==> src/hdl/csma_pkg.sv <==
// Package for the clamped scale moving average block.
// Holds the field widths, register indexes, reset values, divider bundles and the
// sequencer state type. It depends on nothing else.
`timescale 1ns / 1ps

package csma_pkg;

   localparam int DATA_W             = 12;
   localparam int DEFAULT_WINDOW_LEN = 20;
   localparam int CSR_IDX_W          = 2;
   localparam int DVD_W              = 2 * DATA_W;
   localparam int REQ_TDATA_W        = 16;
   localparam int RSP_TDATA_W        = 2 * DATA_W;

   localparam logic [CSR_IDX_W-1:0] REG_VOLT_LOW   = 2'd0;
   localparam logic [CSR_IDX_W-1:0] REG_VOLT_HIGH  = 2'd1;
   localparam logic [CSR_IDX_W-1:0] REG_FULL_SCALE = 2'd2;

   localparam logic [DATA_W-1:0] VOLT_LOW_RST   = 12'd0;
   localparam logic [DATA_W-1:0] VOLT_HIGH_RST  = 12'd3300;
   localparam logic [DATA_W-1:0] FULL_SCALE_RST = 12'd1500;

   typedef struct packed {
      logic              start;
      logic [DVD_W-1:0]  dividend;
      logic [DATA_W-1:0] divisor;
   } div_req_type;

   typedef struct packed {
      logic              done;
      logic [DATA_W-1:0] quotient;
   } div_rsp_type;

   typedef enum logic [6:0] {
      ST_IDLE  = 7'b0000001,
      ST_MUL   = 7'b0000010,
      ST_SCALE = 7'b0000100,
      ST_DIV1  = 7'b0001000,
      ST_SUM   = 7'b0010000,
      ST_MEAN  = 7'b0100000,
      ST_PUSH  = 7'b1000000
   } fsm_type;

endpackage

==> src/hdl/csma_div.sv <==
// Iterative restoring divider, one quotient bit per cycle.
// Depends on csma_pkg for widths and the request and response bundles.
`timescale 1ns / 1ps

module csma_div (
   input  logic                 clock,
   input  logic                 reset,
   input  csma_pkg::div_req_type req,
   output csma_pkg::div_rsp_type rsp
);
   import csma_pkg::*;

   localparam int CNT_W = $clog2(DATA_W);

   logic              busy_ff, busy_in;
   logic              done_ff, done_in;
   logic [CNT_W-1:0]  cnt_ff, cnt_in;
   logic [DATA_W-1:0] rem_ff, rem_in;
   logic [DATA_W-1:0] low_ff, low_in;
   logic [DATA_W-1:0] quo_ff, quo_in;
   logic [DATA_W:0]   trial;
   logic              fits;

   // The caller guarantees that the quotient fits in DATA_W bits, so the upper
   // half of the dividend is already below the divisor.
   assign trial = {rem_ff, low_ff[DATA_W-1]};
   assign fits  = trial >= {1'b0, req.divisor};

   always_comb begin
      busy_in = busy_ff;
      done_in = 1'b0;
      cnt_in  = cnt_ff;
      rem_in  = rem_ff;
      low_in  = low_ff;
      quo_in  = quo_ff;
      if (req.start) begin
         busy_in = 1'b1;
         cnt_in  = '0;
         rem_in  = req.dividend[DVD_W-1:DATA_W];
         low_in  = req.dividend[DATA_W-1:0];
      end else if (busy_ff) begin
         rem_in = fits ? DATA_W'(trial - {1'b0, req.divisor}) : trial[DATA_W-1:0];
         low_in = {low_ff[DATA_W-2:0], 1'b0};
         quo_in = {quo_ff[DATA_W-2:0], fits};
         cnt_in = cnt_ff + 1'b1;
         if (cnt_ff == CNT_W'(DATA_W - 1)) begin
            busy_in = 1'b0;
            done_in = 1'b1;
         end
      end
   end

   always_ff @(posedge clock) begin
      if (reset) begin
         busy_ff <= 1'b0;
         done_ff <= 1'b0;
         cnt_ff  <= '0;
      end else begin
         busy_ff <= busy_in;
         done_ff <= done_in;
         cnt_ff  <= cnt_in;
      end
      rem_ff <= rem_in;
      low_ff <= low_in;
      quo_ff <= quo_in;
   end

   assign rsp.done     = done_ff;
   assign rsp.quotient = quo_ff;

endmodule

==> src/hdl/csma_window.sv <==
// Window store: a synchronous memory of speeds with a registered read port.
// Entries not yet written since reset read as zero. Depends on csma_pkg.
`timescale 1ns / 1ps

module csma_window #(
   parameter int WINDOW_LEN = csma_pkg::DEFAULT_WINDOW_LEN
) (
   input  logic                          clock,
   input  logic                          reset,
   input  logic                          rd_en,
   input  logic [$clog2(WINDOW_LEN)-1:0] rd_addr,
   output logic [csma_pkg::DATA_W-1:0]   rd_data,
   input  logic                          wr_en,
   input  logic [$clog2(WINDOW_LEN)-1:0] wr_addr,
   input  logic [csma_pkg::DATA_W-1:0]   wr_data
);
   import csma_pkg::*;

   logic [DATA_W-1:0]     mem_ff [WINDOW_LEN];
   logic [WINDOW_LEN-1:0] valid_ff;
   logic [DATA_W-1:0]     rd_data_ff;
   logic                  rd_valid_ff;

   always_ff @(posedge clock) begin
      if (wr_en) begin
         mem_ff[wr_addr] <= wr_data;
      end
      if (rd_en) begin
         rd_data_ff <= mem_ff[rd_addr];
      end
   end

   always_ff @(posedge clock) begin
      if (reset) begin
         valid_ff    <= '0;
         rd_valid_ff <= 1'b0;
      end else begin
         if (wr_en) begin
            valid_ff[wr_addr] <= 1'b1;
         end
         if (rd_en) begin
            rd_valid_ff <= valid_ff[rd_addr];
         end
      end
   end

   assign rd_data = rd_valid_ff ? rd_data_ff : '0;

endmodule

==> src/hdl/clamped_scale_moving_average.sv <==
// Top level of the clamped scale moving average block.
// Depends on csma_pkg, csma_div and csma_window.
`timescale 1ns / 1ps
//
// Each beat on the req_ channel carries one sensor voltage in millivolts. The block
// clamps it linearly to a speed in tenths of km/h (zero at or below volt_low, the
// full scale value at or above volt_high, otherwise a truncated linear scale), writes
// that speed over the oldest entry of a window of WINDOW_LEN speeds, updates a running
// sum and returns one beat on the rsp_ channel with the current speed and the
// truncated window mean.
// An accepted request beat passes through the states MUL, SCALE, DIV1, SUM, MEAN and
// PUSH, skipping DIV1 when the voltage is clamped. The scaling uses the one-bit-per-cycle
// divider; the window mean is a product with the reciprocal of WINDOW_LEN, registered in
// MEAN. One item is worked on at a time, so a new request beat is taken only once the
// sequencer is back in IDLE.
// A finished response sits in an output register, so the next request is accepted
// while the receiver stalls; a second response then waits in the sequencer until the
// output register is free. The csr_ port writes the three registers; use it only
// while the block is idle, which the block itself does not enforce.
// A synchronous reset restores the register defaults, clears the window (through
// per-entry valid bits, so no clearing pass is needed), the sum and the write
// position, and drops any response not yet taken.

module clamped_scale_moving_average #(
   parameter int WINDOW_LEN = csma_pkg::DEFAULT_WINDOW_LEN
) (
   input  logic                              clock,
   input  logic                              reset,
   // Request: sample_mv in [11:0], zero above.
   input  logic                              req_tvalid,
   output logic                              req_tready,
   input  logic [csma_pkg::REQ_TDATA_W-1:0]  req_tdata,
   // Response: speed_now in [11:0], speed_average in [23:12].
   output logic                              rsp_tvalid,
   input  logic                              rsp_tready,
   output logic [csma_pkg::RSP_TDATA_W-1:0]  rsp_tdata,
   // Register writes.
   input  logic                              csr_wen,
   input  logic [csma_pkg::CSR_IDX_W-1:0]    csr_index,
   input  logic [csma_pkg::DATA_W-1:0]       csr_wdata
);
   import csma_pkg::*;

   localparam int IDX_W = $clog2(WINDOW_LEN);
   localparam int SUM_W = $clog2(WINDOW_LEN * ((1 << DATA_W) - 1) + 1);

   // The mean is sum * RECIP_M >> RECIP_SH. With the shift this long the rounded-up
   // reciprocal gives the exact truncated quotient for every sum that can occur.
   localparam int RECIP_SH = SUM_W + $clog2(WINDOW_LEN);
   localparam int RECIP_W  = SUM_W + 1;
   localparam int MPROD_W  = SUM_W + RECIP_W;
   localparam logic [RECIP_W-1:0] RECIP_M =
      RECIP_W'(((64'd1 << RECIP_SH) + 64'(WINDOW_LEN) - 64'd1) / 64'(WINDOW_LEN));

   fsm_type           state_ff, state_in;

   logic [DATA_W-1:0] volt_low_ff, volt_high_ff, full_scale_ff;

   logic [DATA_W-1:0] mv_ff;
   logic [DVD_W-1:0]  prod_ff;
   logic [DATA_W-1:0] span_ff;
   logic              is_zero_ff, is_full_ff;
   logic [DATA_W-1:0] speed_ff, speed_in;
   logic [DATA_W-1:0] avg_ff, avg_in;
   logic [SUM_W-1:0]  sum_ff, sum_in;
   logic [IDX_W-1:0]  pos_ff, pos_in;

   logic                   rsp_tvalid_ff, rsp_tvalid_in;
   logic [RSP_TDATA_W-1:0] rsp_tdata_ff, rsp_tdata_in;

   logic               accept;
   logic               out_free;
   logic [DATA_W-1:0]  old_speed;
   logic [MPROD_W-1:0] mean_prod;
   div_req_type        div_req;
   div_rsp_type        div_rsp;

   assign req_tready = (state_ff == ST_IDLE);
   assign accept     = req_tvalid && req_tready;
   assign out_free   = !rsp_tvalid_ff || rsp_tready;

   // Configuration registers. Writes to an index beyond the list fall through.
   always_ff @(posedge clock) begin
      if (reset) begin
         volt_low_ff   <= VOLT_LOW_RST;
         volt_high_ff  <= VOLT_HIGH_RST;
         full_scale_ff <= FULL_SCALE_RST;
      end else if (csr_wen) begin
         case (csr_index)
            REG_VOLT_LOW:   volt_low_ff   <= csr_wdata;
            REG_VOLT_HIGH:  volt_high_ff  <= csr_wdata;
            REG_FULL_SCALE: full_scale_ff <= csr_wdata;
            default: begin
            end
         endcase
      end
   end

   // The old entry is read at acceptance; it is ready well before the sum update.
   csma_window #(
      .WINDOW_LEN (WINDOW_LEN)
   ) u_window (
      .clock   (clock),
      .reset   (reset),
      .rd_en   (accept),
      .rd_addr (pos_ff),
      .rd_data (old_speed),
      .wr_en   (state_ff == ST_SUM),
      .wr_addr (pos_ff),
      .wr_data (speed_ff)
   );

   // The divider serves the scaling only. Its quotient fits in DATA_W bits because the
   // scaled speed stays below full scale.
   always_comb begin
      div_req.start    = (state_ff == ST_SCALE) && !is_zero_ff && !is_full_ff;
      div_req.dividend = prod_ff;
      div_req.divisor  = span_ff;
   end

   csma_div u_div (
      .clock (clock),
      .reset (reset),
      .req   (div_req),
      .rsp   (div_rsp)
   );

   assign sum_in = (state_ff == ST_SUM) ?
                   SUM_W'(sum_ff - SUM_W'(old_speed) + SUM_W'(speed_ff)) : sum_ff;

   // Window mean from the updated sum, read in the cycle after SUM.
   assign mean_prod = MPROD_W'(sum_ff) * MPROD_W'(RECIP_M);

   always_comb begin
      state_in      = state_ff;
      speed_in      = speed_ff;
      avg_in        = avg_ff;
      pos_in        = pos_ff;
      rsp_tvalid_in = rsp_tvalid_ff && !rsp_tready;
      rsp_tdata_in  = rsp_tdata_ff;
      case (state_ff)
         ST_IDLE: begin
            if (accept) begin
               state_in = ST_MUL;
            end
         end
         ST_MUL: begin
            state_in = ST_SCALE;
         end
         ST_SCALE: begin
            // The low test comes first, so an empty or inverted span gives full scale
            // for anything above volt_low.
            if (is_zero_ff) begin
               speed_in = '0;
               state_in = ST_SUM;
            end else if (is_full_ff) begin
               speed_in = full_scale_ff;
               state_in = ST_SUM;
            end else begin
               state_in = ST_DIV1;
            end
         end
         ST_DIV1: begin
            if (div_rsp.done) begin
               speed_in = div_rsp.quotient;
               state_in = ST_SUM;
            end
         end
         ST_SUM: begin
            pos_in   = (pos_ff == IDX_W'(WINDOW_LEN - 1)) ? '0 : IDX_W'(pos_ff + 1'b1);
            state_in = ST_MEAN;
         end
         ST_MEAN: begin
            avg_in   = DATA_W'(mean_prod >> RECIP_SH);
            state_in = ST_PUSH;
         end
         ST_PUSH: begin
            if (out_free) begin
               rsp_tvalid_in = 1'b1;
               rsp_tdata_in  = {avg_ff, speed_ff};
               state_in      = ST_IDLE;
            end
         end
         default: begin
            state_in = ST_IDLE;
         end
      endcase
   end

   always_ff @(posedge clock) begin
      if (reset) begin
         state_ff      <= ST_IDLE;
         sum_ff        <= '0;
         pos_ff        <= '0;
         rsp_tvalid_ff <= 1'b0;
      end else begin
         state_ff      <= state_in;
         sum_ff        <= sum_in;
         pos_ff        <= pos_in;
         rsp_tvalid_ff <= rsp_tvalid_in;
      end
      speed_ff     <= speed_in;
      avg_ff       <= avg_in;
      rsp_tdata_ff <= rsp_tdata_in;
   end

   // Sample capture, then the clamp tests and the product in the following cycle.
   always_ff @(posedge clock) begin
      if (accept) begin
         mv_ff <= req_tdata[DATA_W-1:0];
      end
      if (state_ff == ST_MUL) begin
         is_zero_ff <= mv_ff <= volt_low_ff;
         is_full_ff <= mv_ff >= volt_high_ff;
         prod_ff    <= DVD_W'(DATA_W'(mv_ff - volt_low_ff)) * DVD_W'(full_scale_ff);
         span_ff    <= DATA_W'(volt_high_ff - volt_low_ff);
      end
   end

   assign rsp_tvalid = rsp_tvalid_ff;
   assign rsp_tdata  = rsp_tdata_ff;

endmodule

==> config.mk <==
export PLATFORM = sky130hd
export DESIGN_NAME = clamped_scale_moving_average
export DESIGN_NICKNAME = d
export VERILOG_FILES = /design/src/hdl/csma_pkg.sv /design/src/hdl/csma_div.sv /design/src/hdl/csma_window.sv /design/src/hdl/clamped_scale_moving_average.sv
export SDC_FILE = /design/constraint.sdc
export NUM_CORES = 1
export LEC_CHECK = 0
export ABC_AREA = 1
export BUFFER_PORTS_ARGS = -buffer_cell sky130_fd_sc_hd__buf_2
export CELL_PAD_IN_SITES_DETAIL_PLACEMENT = 1
export CELL_PAD_IN_SITES_GLOBAL_PLACEMENT = 1
export CORE_UTILIZATION = 26
export DETAILED_ROUTE_END_ITERATION = 8
export PLACE_DENSITY = 0.47
export SYNTH_ARGS = -nofsm -noshare
export SYNTH_HDL_FRONTEND = slang
export SYNTH_SLANG_ARGS = --single-unit
==> constraint.sdc <==
create_clock -name clock -period 7 [get_ports clock]
set_input_delay 1.4 -clock clock [delete_from_list [all_inputs] [get_ports clock]]
set_output_delay 1.4 -clock clock [all_outputs]
set_load 0.01 [all_outputs]
# Word level (Yosys, flattened, before mapping)
# Memories as Yosys holds them, arrays and structs flattened. A register that Yosys moved wholly into a read port is not among the register bits.
# Index checks and enable logic that the tools add are counted.
[classes] addsub=7 n_mul=2 n_lt_le_gt_ge=5 eq_ne=15 n_mux=29 bitwise=3 reduce_logical=22
[ops] operator="$mux W12" n=9
[ops] operator="$pmux W7 S7" n=1
[ops] operator="$sub A12 B12 Y12" n=3
[ops] operator="$mul A17 B16 Y32 const B" n=1
[ops] operator="$mul A12 B12 Y24" n=1
[ops] operator="$pmux W12 S2" n=1
[ops] operator="$mux W7" n=3
[ops] operator="$or A20 B20 Y20" n=1
[ops] operator="$add A17 B12 Y17" n=1
[ops] operator="$sub A17 B12 Y17" n=1
[ops] operator="$mux W5" n=3
[ops] operator="$ge A13 B12 Y1" n=1
[ops] operator="$ge A12 B12 Y1" n=1
[ops] operator="$le A12 B12 Y1" n=1
[ops] operator="$mux W1" n=10
[ops] operator="$reduce_and A2 Y1" n=5
[ops] operator="$eq A7 B1 Y1 const B" n=1
[ops] operator="$eq A7 B2 Y1 const B" n=1
[ops] operator="$eq A7 B3 Y1 const B" n=1
[ops] operator="$eq A7 B4 Y1 const B" n=1
[ops] operator="$eq A7 B5 Y1 const B" n=1
[ops] operator="$eq A7 B6 Y1 const B" n=1
[ops] operator="$eq A7 B7 Y1 const B" n=1
[ops] operator="$lt A5 B6 Y1 const B" n=1
[ops] operator="other kinds (21)" n=32
[word_totals] reg_bits=227 ramBits=240 input_bits=35 elab_cells=107 mem_count=1
[memory_table] name="u_window.mem_ff" words=20 width=12 rd=1 rd_ports_with_merged_regs=1 write_ports=1 line_no="csma_window.sv:19" source="logic [DATA_W-1:0] mem_ff [WINDOW_LEN];"

# Longest topological paths before layout
[logic_depth] ltp_word=5 ltp_mapped=28 depth_no_buf=27

# Hierarchy
# Synthesis repeated with hierarchy kept, for this count alone.
[hier_totals] cells_unflattened=3447 area_unflattened_um2=31919.4
[modules_own_cells] module="clamped_scale_moving_average" instances=1 cells_each=2178 area_per_inst_um2=18261.3 seq_area_each_um2=4264.1
[modules_own_cells] module="csma_window" instances=1 cells_each=943 area_per_inst_um2=10974.3 seq_area_each_um2=7987.7
[modules_own_cells] module="csma_div" instances=1 cells_each=326 area_per_inst_um2=2683.8 seq_area_each_um2=1201.2

# Worst setup path before layout
# Ideal clock, no wire load.
[synth_timing] kind="reg2reg" from="register mv_ff[0]" to="register prod_ff[22], data pin" setup_time_ns=0.252 arrival_ns=5.378 slack_ns=1.370 stages_incl_launch_ff=25 period_less_slack_ns=5.630 cell_sequence="edfxtp_1 -> inv_1 -> ha_1 -> fa_1 -> nor3_1 -> or3_1 -> buf_2 -> nand3_1 -> fa_1 -> fa_1 -> inv_1 -> fa_1 -> fa_1 -> inv_1 -> fa_1 -> inv_1 -> ha_1 -> a21oi_1 -> o21ai_0 -> a21oi_1 -> nand2_1 -> nand2_1 -> nand2_1 -> nand2_1 -> nand2_1"
[synth_via] elab_chain_cells=2
[synth_lines] element="from (decl)" line_no="clamped_scale_moving_average.sv:59" source="logic [DATA_W-1:0] mv_ff;"
[synth_lines] element="from (signal assigned)" line_no="clamped_scale_moving_average.sv:210" source="mv_ff <= req_tdata[DATA_W-1:0];"
[synth_lines] element="$sub A12 B12 Y12" line_no="clamped_scale_moving_average.sv:215" source="prod_ff <= DVD_W'(DATA_W'(mv_ff - volt_low_ff)) * DVD_W'(full_scale_ff);"
[synth_lines] element="$mul A12 B12 Y24" line_no="clamped_scale_moving_average.sv:215"
[synth_lines] element="to (signal assigned)" line_no="clamped_scale_moving_average.sv:215"
[synth_lines] element="to (decl)" line_no="clamped_scale_moving_average.sv:60" source="logic [DVD_W-1:0] prod_ff;"
# No other way between the ends.
# A chain may end at the register's enable or synchronous reset.

# Final worst setup path
[layout_timing] from="register volt_low_ff[1]" to="register prod_ff[22], data pin"
[layout_via] elab_chain_cells=2
[layout_lines] element="from (decl)" line_no="clamped_scale_moving_average.sv:57" source="logic [DATA_W-1:0] volt_low_ff, volt_high_ff, full_scale_ff;"
[layout_lines] element="from (signal assigned)" line_no="clamped_scale_moving_average.sv:90" source="REG_VOLT_LOW: volt_low_ff <= csr_wdata;"
[layout_lines] element="$sub A12 B12 Y12" line_no="clamped_scale_moving_average.sv:215"
[layout_lines] element="$mul A12 B12 Y24" line_no="clamped_scale_moving_average.sv:215"
# No other way between the ends.

==> flow_results.org <==
** STA
- Slew headroom :: 27.7%
- Final critical delay including setup and external delays :: 6460 ps
- The max-slew violation count is 0.
- Setup violations remaining at the end of the flow were counted as 0.
- Transition time of the tightest slew-check pin :: 1080 ps
- Total Negative Setup Slacks :: 0 ps
- Final hold vios :: 0
- Worst clock skew :: 84.5 ps
- Unrepaired setup endpoints after global routing :: no
- Static timing analysis puts the maximum clock frequency at 155 MHz.
- WHS :: 416 ps
- Crit share post-route :: 92.3%

** Layout
- In the final layout, the share of cells above drive strength 1 is 7.38%.
- The net count of the finished layout is 3914.
- Across the whole layout, storage elements account for roughly 13000 um2.
- Excluding fillers, the count of instances in the completed layout stands at 5082.
- Total area of multi-input combinational cells :: 15500 um2
- FILL cells :: between 10000 and 15000
- From synthesis to final layout, the design area changed by 13.5%.

** Min path
- The startpoint identified for the worst hold timing path is avg_ff[11].
- For hold timing, the worst endpoint is rsp_tdata[23].
- The worst hold path was traced through 0 stages.
- The tightest min-delay check is of the flip-flop to flip-flop type.

** Clock tree
- Number of cells upsized or downsized after cts :: 0
- Clock transition time at the flip-flop clock pins of the worst setup and hold paths :: 60 ps
- TritonCTS created 61 clock buffers.
- In this run the clock root is driven by a sky130_fd_sc_hd__clkbuf_16.
- Post-CTS timing repair inserted 0 buffers for setup.
- The clock drives 479 sinks.
- The H-tree was split into 2 levels.
- Number of hold-repair buffers added at the cts stage :: 0
- Number of buffers on the longest clock path :: 3
- TritonCTS built the clock tree.
- Later-pin clock latency in the skew report :: 710 ps

** Synthesis
- Yosys printed 0 warnings.
- Cells after Synth :: between 3000 and 4000
- By count the netlist is led by sky130_fd_sc_hd__inv_1 (569), sky130_fd_sc_hd__nand2_1 (551), sky130_fd_sc_hd__nor2_1 (397).
- Ranked by total cell area, the synthesized netlist is headed by sky130_fd_sc_hd__edfxtp_1 (37%), sky130_fd_sc_hd__fa_1 (13%), sky130_fd_sc_hd__ha_1 (10%).
- Synthesis produced a netlist with a net count of 3850.
- Average size of a mapped cell :: around 9.4 um2
- In the post-synthesis netlist, the cell with the most instances is sky130_fd_sc_hd__inv_1.
- Post-Synthesis Cell Area :: 31500 um2
- The top cell type by area accounts for 36.7% of the synthesized area.
- Ys async rst share :: 0%
- Synth area leader :: sky130_fd_sc_hd__edfxtp_1
- Yosys mapped the design onto between 50 and 60 distinct sky130hd cell types.
- Most used flip-flop cell after synthesis :: sky130_fd_sc_hd__edfxtp_1
- Number of flip-flops and latches in the synthesized netlist :: 479
- Count of flip-flops with a built-in enable after synthesis :: 386
- Sequential area share after synthesis :: 42.6%

** Worst setup path
- Startpoint of the worst-slack reg-to-reg timing path :: volt_low_ff[1]
- Worst-path maximum fanout :: 7
- Length in cells of the worst reg-to-reg path :: 23
- Critical setup path kind :: flip-flop to flip-flop
- Critical Path Sink Type :: flip-flop
- Data required time at the worst endpoint :: 7390 ps
- Buffers and inverters on the worst path :: 4
- On the critical path, the stage with the largest delay is an instance of sky130_fd_sc_hd__fa_1.
- Arrival time at the worst endpoint :: 6850 ps
- R2r setup slk :: 540 ps
- Top cell family by delay on the critical path :: adder cells
- In this design, the stage delay of the slowest critical-path cell is 560 ps.
- Traced cell by cell, the critical path runs through inv_1 > ha_1 > nand2_2 > o21ai_2 > xor2_2 > inv_2 > nor2_1 > fa_1 > fa_1 > fa_1 > fa_1 > inv_1 > fa_1 > inv_1 > ha_1 > a21oi_1 > o21ai_0 > a21oi_1 > nand2_1 > nand2_1 > nand2_1 > nand2_1 > nand2_1.
- Critical path startpoint category :: flip-flop
- Reg2reg end :: prod_ff[22]

** Routing
- After the first detailed-routing iteration, the DRC count stood at 1223.
- Summing over every cut layer, the via total after detailed routing is 22922.
- Before antenna repair, the detailed router went through 5 iterations.
- For this block, the routed nets add up to 100000 um of wire.
- The detail route stage leaves a number of antenna-violating nets equal to 0.
- After detailed routing, the average wire length per cell comes to 19.8 um.
- After detailed routing, the number of vias per cell comes to 4.51.
- After detailed routing, the number of remaining DRC violations is 0.

** Floorplan
- Die extent in x :: approximately 350 um
- For this configuration, the core starts out at a cell density of a little over a quarter.
- For this design the top-level I/O count stands at 61.
- The initialized floorplan defines about 130 standard-cell rows.
- Die Outline Area :: roughly 120000 um2
- The die is 350 um tall.
- The floorplan step defined a core boundary enclosing 120000 um2.

** GRT
- Entering global routing, the biggest net connects 85 pins.
- After global routing the overflow that remains totals 0.
- Global routing consumed, on the met3 layer, 2.16% of the routing resources.
- In the global route stage, overall resource usage came out at between 10% and 20%.
- Wire length of the first global-routing pass :: ~150000 um
- The number of global-route vias before repair came to 24662.
- For this run, global-route usage on met1 was measured as 23.3%.
- Met2 Resource Use GR :: between 20% and 30%
- Layer with the highest usage :: met2
- Number of antenna violations at the first check in global routing :: 5

** Placed design
- Once placement completed, the tool counted placed cells totaling 4965.
- Summed over all nets, the half-perimeter wirelength after detailed placement is about 74000 um.
- Gp weighted congestion :: 0.798
- Port buffering added 56 buffers.

** Run status
- The flow ran to the end, and the final reports show no timing, DRC or antenna violations.

** Flow run
- Number of violations of the max-capacitance limit :: 0
through the flow:
| step | util, % | instance area, um2 | worst slack, ps |
|---|---|---|---|
| detailed placement | 28.1 | 33800 | 550 |
| CTS | 29.8 | 35800 | 484 |
| finish | 29.8 | 35800 | 536 |
| floorplan | - | 31500 | 1370 |
| global route | 29.8 | 35800 | 88.9 |
| global placement | 28.1 | 33800 | 530 |
how the worst max path moves through the flow:
stage	start	slack [ps]	to	depth (start not counted)
after floorplan	mv_ff[0]	1370	prod_ff[22]	24
after global placement	volt_low_ff[1]	530	prod_ff[23]	23
after detailed placement	volt_low_ff[1]	550	prod_ff[23]	23
after CTS	volt_low_ff[1]	480	prod_ff[23]	22
after global routing	volt_low_ff[0]	90	prod_ff[23]	22
final	volt_low_ff[1]	540	prod_ff[22]	23
cells by family (layout without fill, tap and decap cells):
| group | after synthesis | after routing | share of synthesized area (%) |
|---|---|---|---|
| AND/OR/NAND/NOR | 1232 | 1232 | 16.5 |
| AO/OA/AOI/OAI | 453 | 453 | 8.01 |
| adder cells (fa/ha/maj) | 463 | 463 | 23.2 |
| XOR/XNOR | 47 | 47 | 1.35 |
| other | 0 | 1 | 0 |
| flip-flops | 479 | 479 | 42.6 |
| buffers and inverters | 678 | 795 | 8.32 |
worst register-to-register path: cells and delay by family, from the launching register on:
family / cells / cell delay [ps]
flops: 1 / 470
buf+inv: 4 / 450
fa+ha+maj: 7 / 3320
simple gates: 7 / 690
compound gates: 4 / 790
xor+xnor: 1 / 460
flip-flops by register name (all words and copies together), names as in the netlist, 4 cells and up:
| register | count |
|---|---|
| u_div.cnt_ff | 4 |
| rsp_tdata | 24 |
| full_scale_ff | 12 |
| speed_ff | 12 |
| span_ff | 12 |
| u_div.rem_ff | 12 |
| u_div.quo_ff | 12 |
| state_ff | 7 |
| volt_high_ff | 12 |
| pos_ff | 5 |
| volt_low_ff | 12 |
| avg_ff | 12 |
| u_window.valid_ff | 20 |
| prod_ff | 24 |
| u_div.low_ff | 12 |
| u_window.mem_ff | 240 |
| sum_ff | 17 |
| mv_ff | 12 |
| u_window.rd_data_ff | 12 |
cells in the final DEF (no fill, tap or decap), types with 4 or more instances in the layout:
master / Yosys / final
sky130_fd_sc_hd__nor3_1: 28 / 27
sky130_fd_sc_hd__o31ai_1: 14 / 14
sky130_fd_sc_hd__a21oi_2: 4 / 4
sky130_fd_sc_hd__clkbuf_16: 0 / 61
sky130_fd_sc_hd__o211ai_1: 14 / 14
sky130_fd_sc_hd__o21ai_2: 4 / 4
sky130_fd_sc_hd__buf_4: 6 / 43
sky130_fd_sc_hd__bufinv_16: 0 / 5
sky130_fd_sc_hd__ha_1: 260 / 260
sky130_fd_sc_hd__clkinv_2: 0 / 9
sky130_fd_sc_hd__clkbuf_1: 60 / 22
sky130_fd_sc_hd__fa_1: 203 / 203
sky130_fd_sc_hd__nand2_1: 551 / 551
sky130_fd_sc_hd__inv_1: 569 / 567
sky130_fd_sc_hd__nor2_1: 397 / 390
sky130_fd_sc_hd__nand3_1: 160 / 160
sky130_fd_sc_hd__o22ai_1: 65 / 65
sky130_fd_sc_hd__inv_2: 11 / 12
sky130_fd_sc_hd__xor2_1: 28 / 28
sky130_fd_sc_hd__a21o_1: 4 / 4
sky130_fd_sc_hd__buf_2: 28 / 56
sky130_fd_sc_hd__nor2_2: 8 / 13
sky130_fd_sc_hd__dfxtp_1: 93 / 91
sky130_fd_sc_hd__o21bai_1: 11 / 11
sky130_fd_sc_hd__o21ai_0: 186 / 186
sky130_fd_sc_hd__a21boi_0: 6 / 6
sky130_fd_sc_hd__nand3b_1: 22 / 22
sky130_fd_sc_hd__clkbuf_8: 0 / 6
sky130_fd_sc_hd__xnor2_1: 17 / 17
sky130_fd_sc_hd__o21ai_1: 12 / 12
sky130_fd_sc_hd__nand2_2: 12 / 12
sky130_fd_sc_hd__clkinv_1: 0 / 5
sky130_fd_sc_hd__a21oi_1: 123 / 123
sky130_fd_sc_hd__edfxtp_1: 386 / 386
sky130_fd_sc_hd__and2_1: 4 / 4
sky130_fd_sc_hd__nand4_1: 30 / 30
per-layer routing:
metal	wire length (um)	vias up
met5	0	-
met4	2150	0
met3	3220	106
met2	45800	299
met1	49200	11397
li1	-	11120
area by class of cell:
class,count,area share (%)
repair buffers,99,1.68
clock inverters,27,0.968
multi-input cells,2195,43.3
diodes,1,0.00699
flip-flops and latches,479,37.6
well taps,1612,5.63
inverters,580,6.09
clock buffers,89,4.72
Power is not shown: default switching activity piles up to over one toggle a cycle in this logic, so the estimate is an artifact.
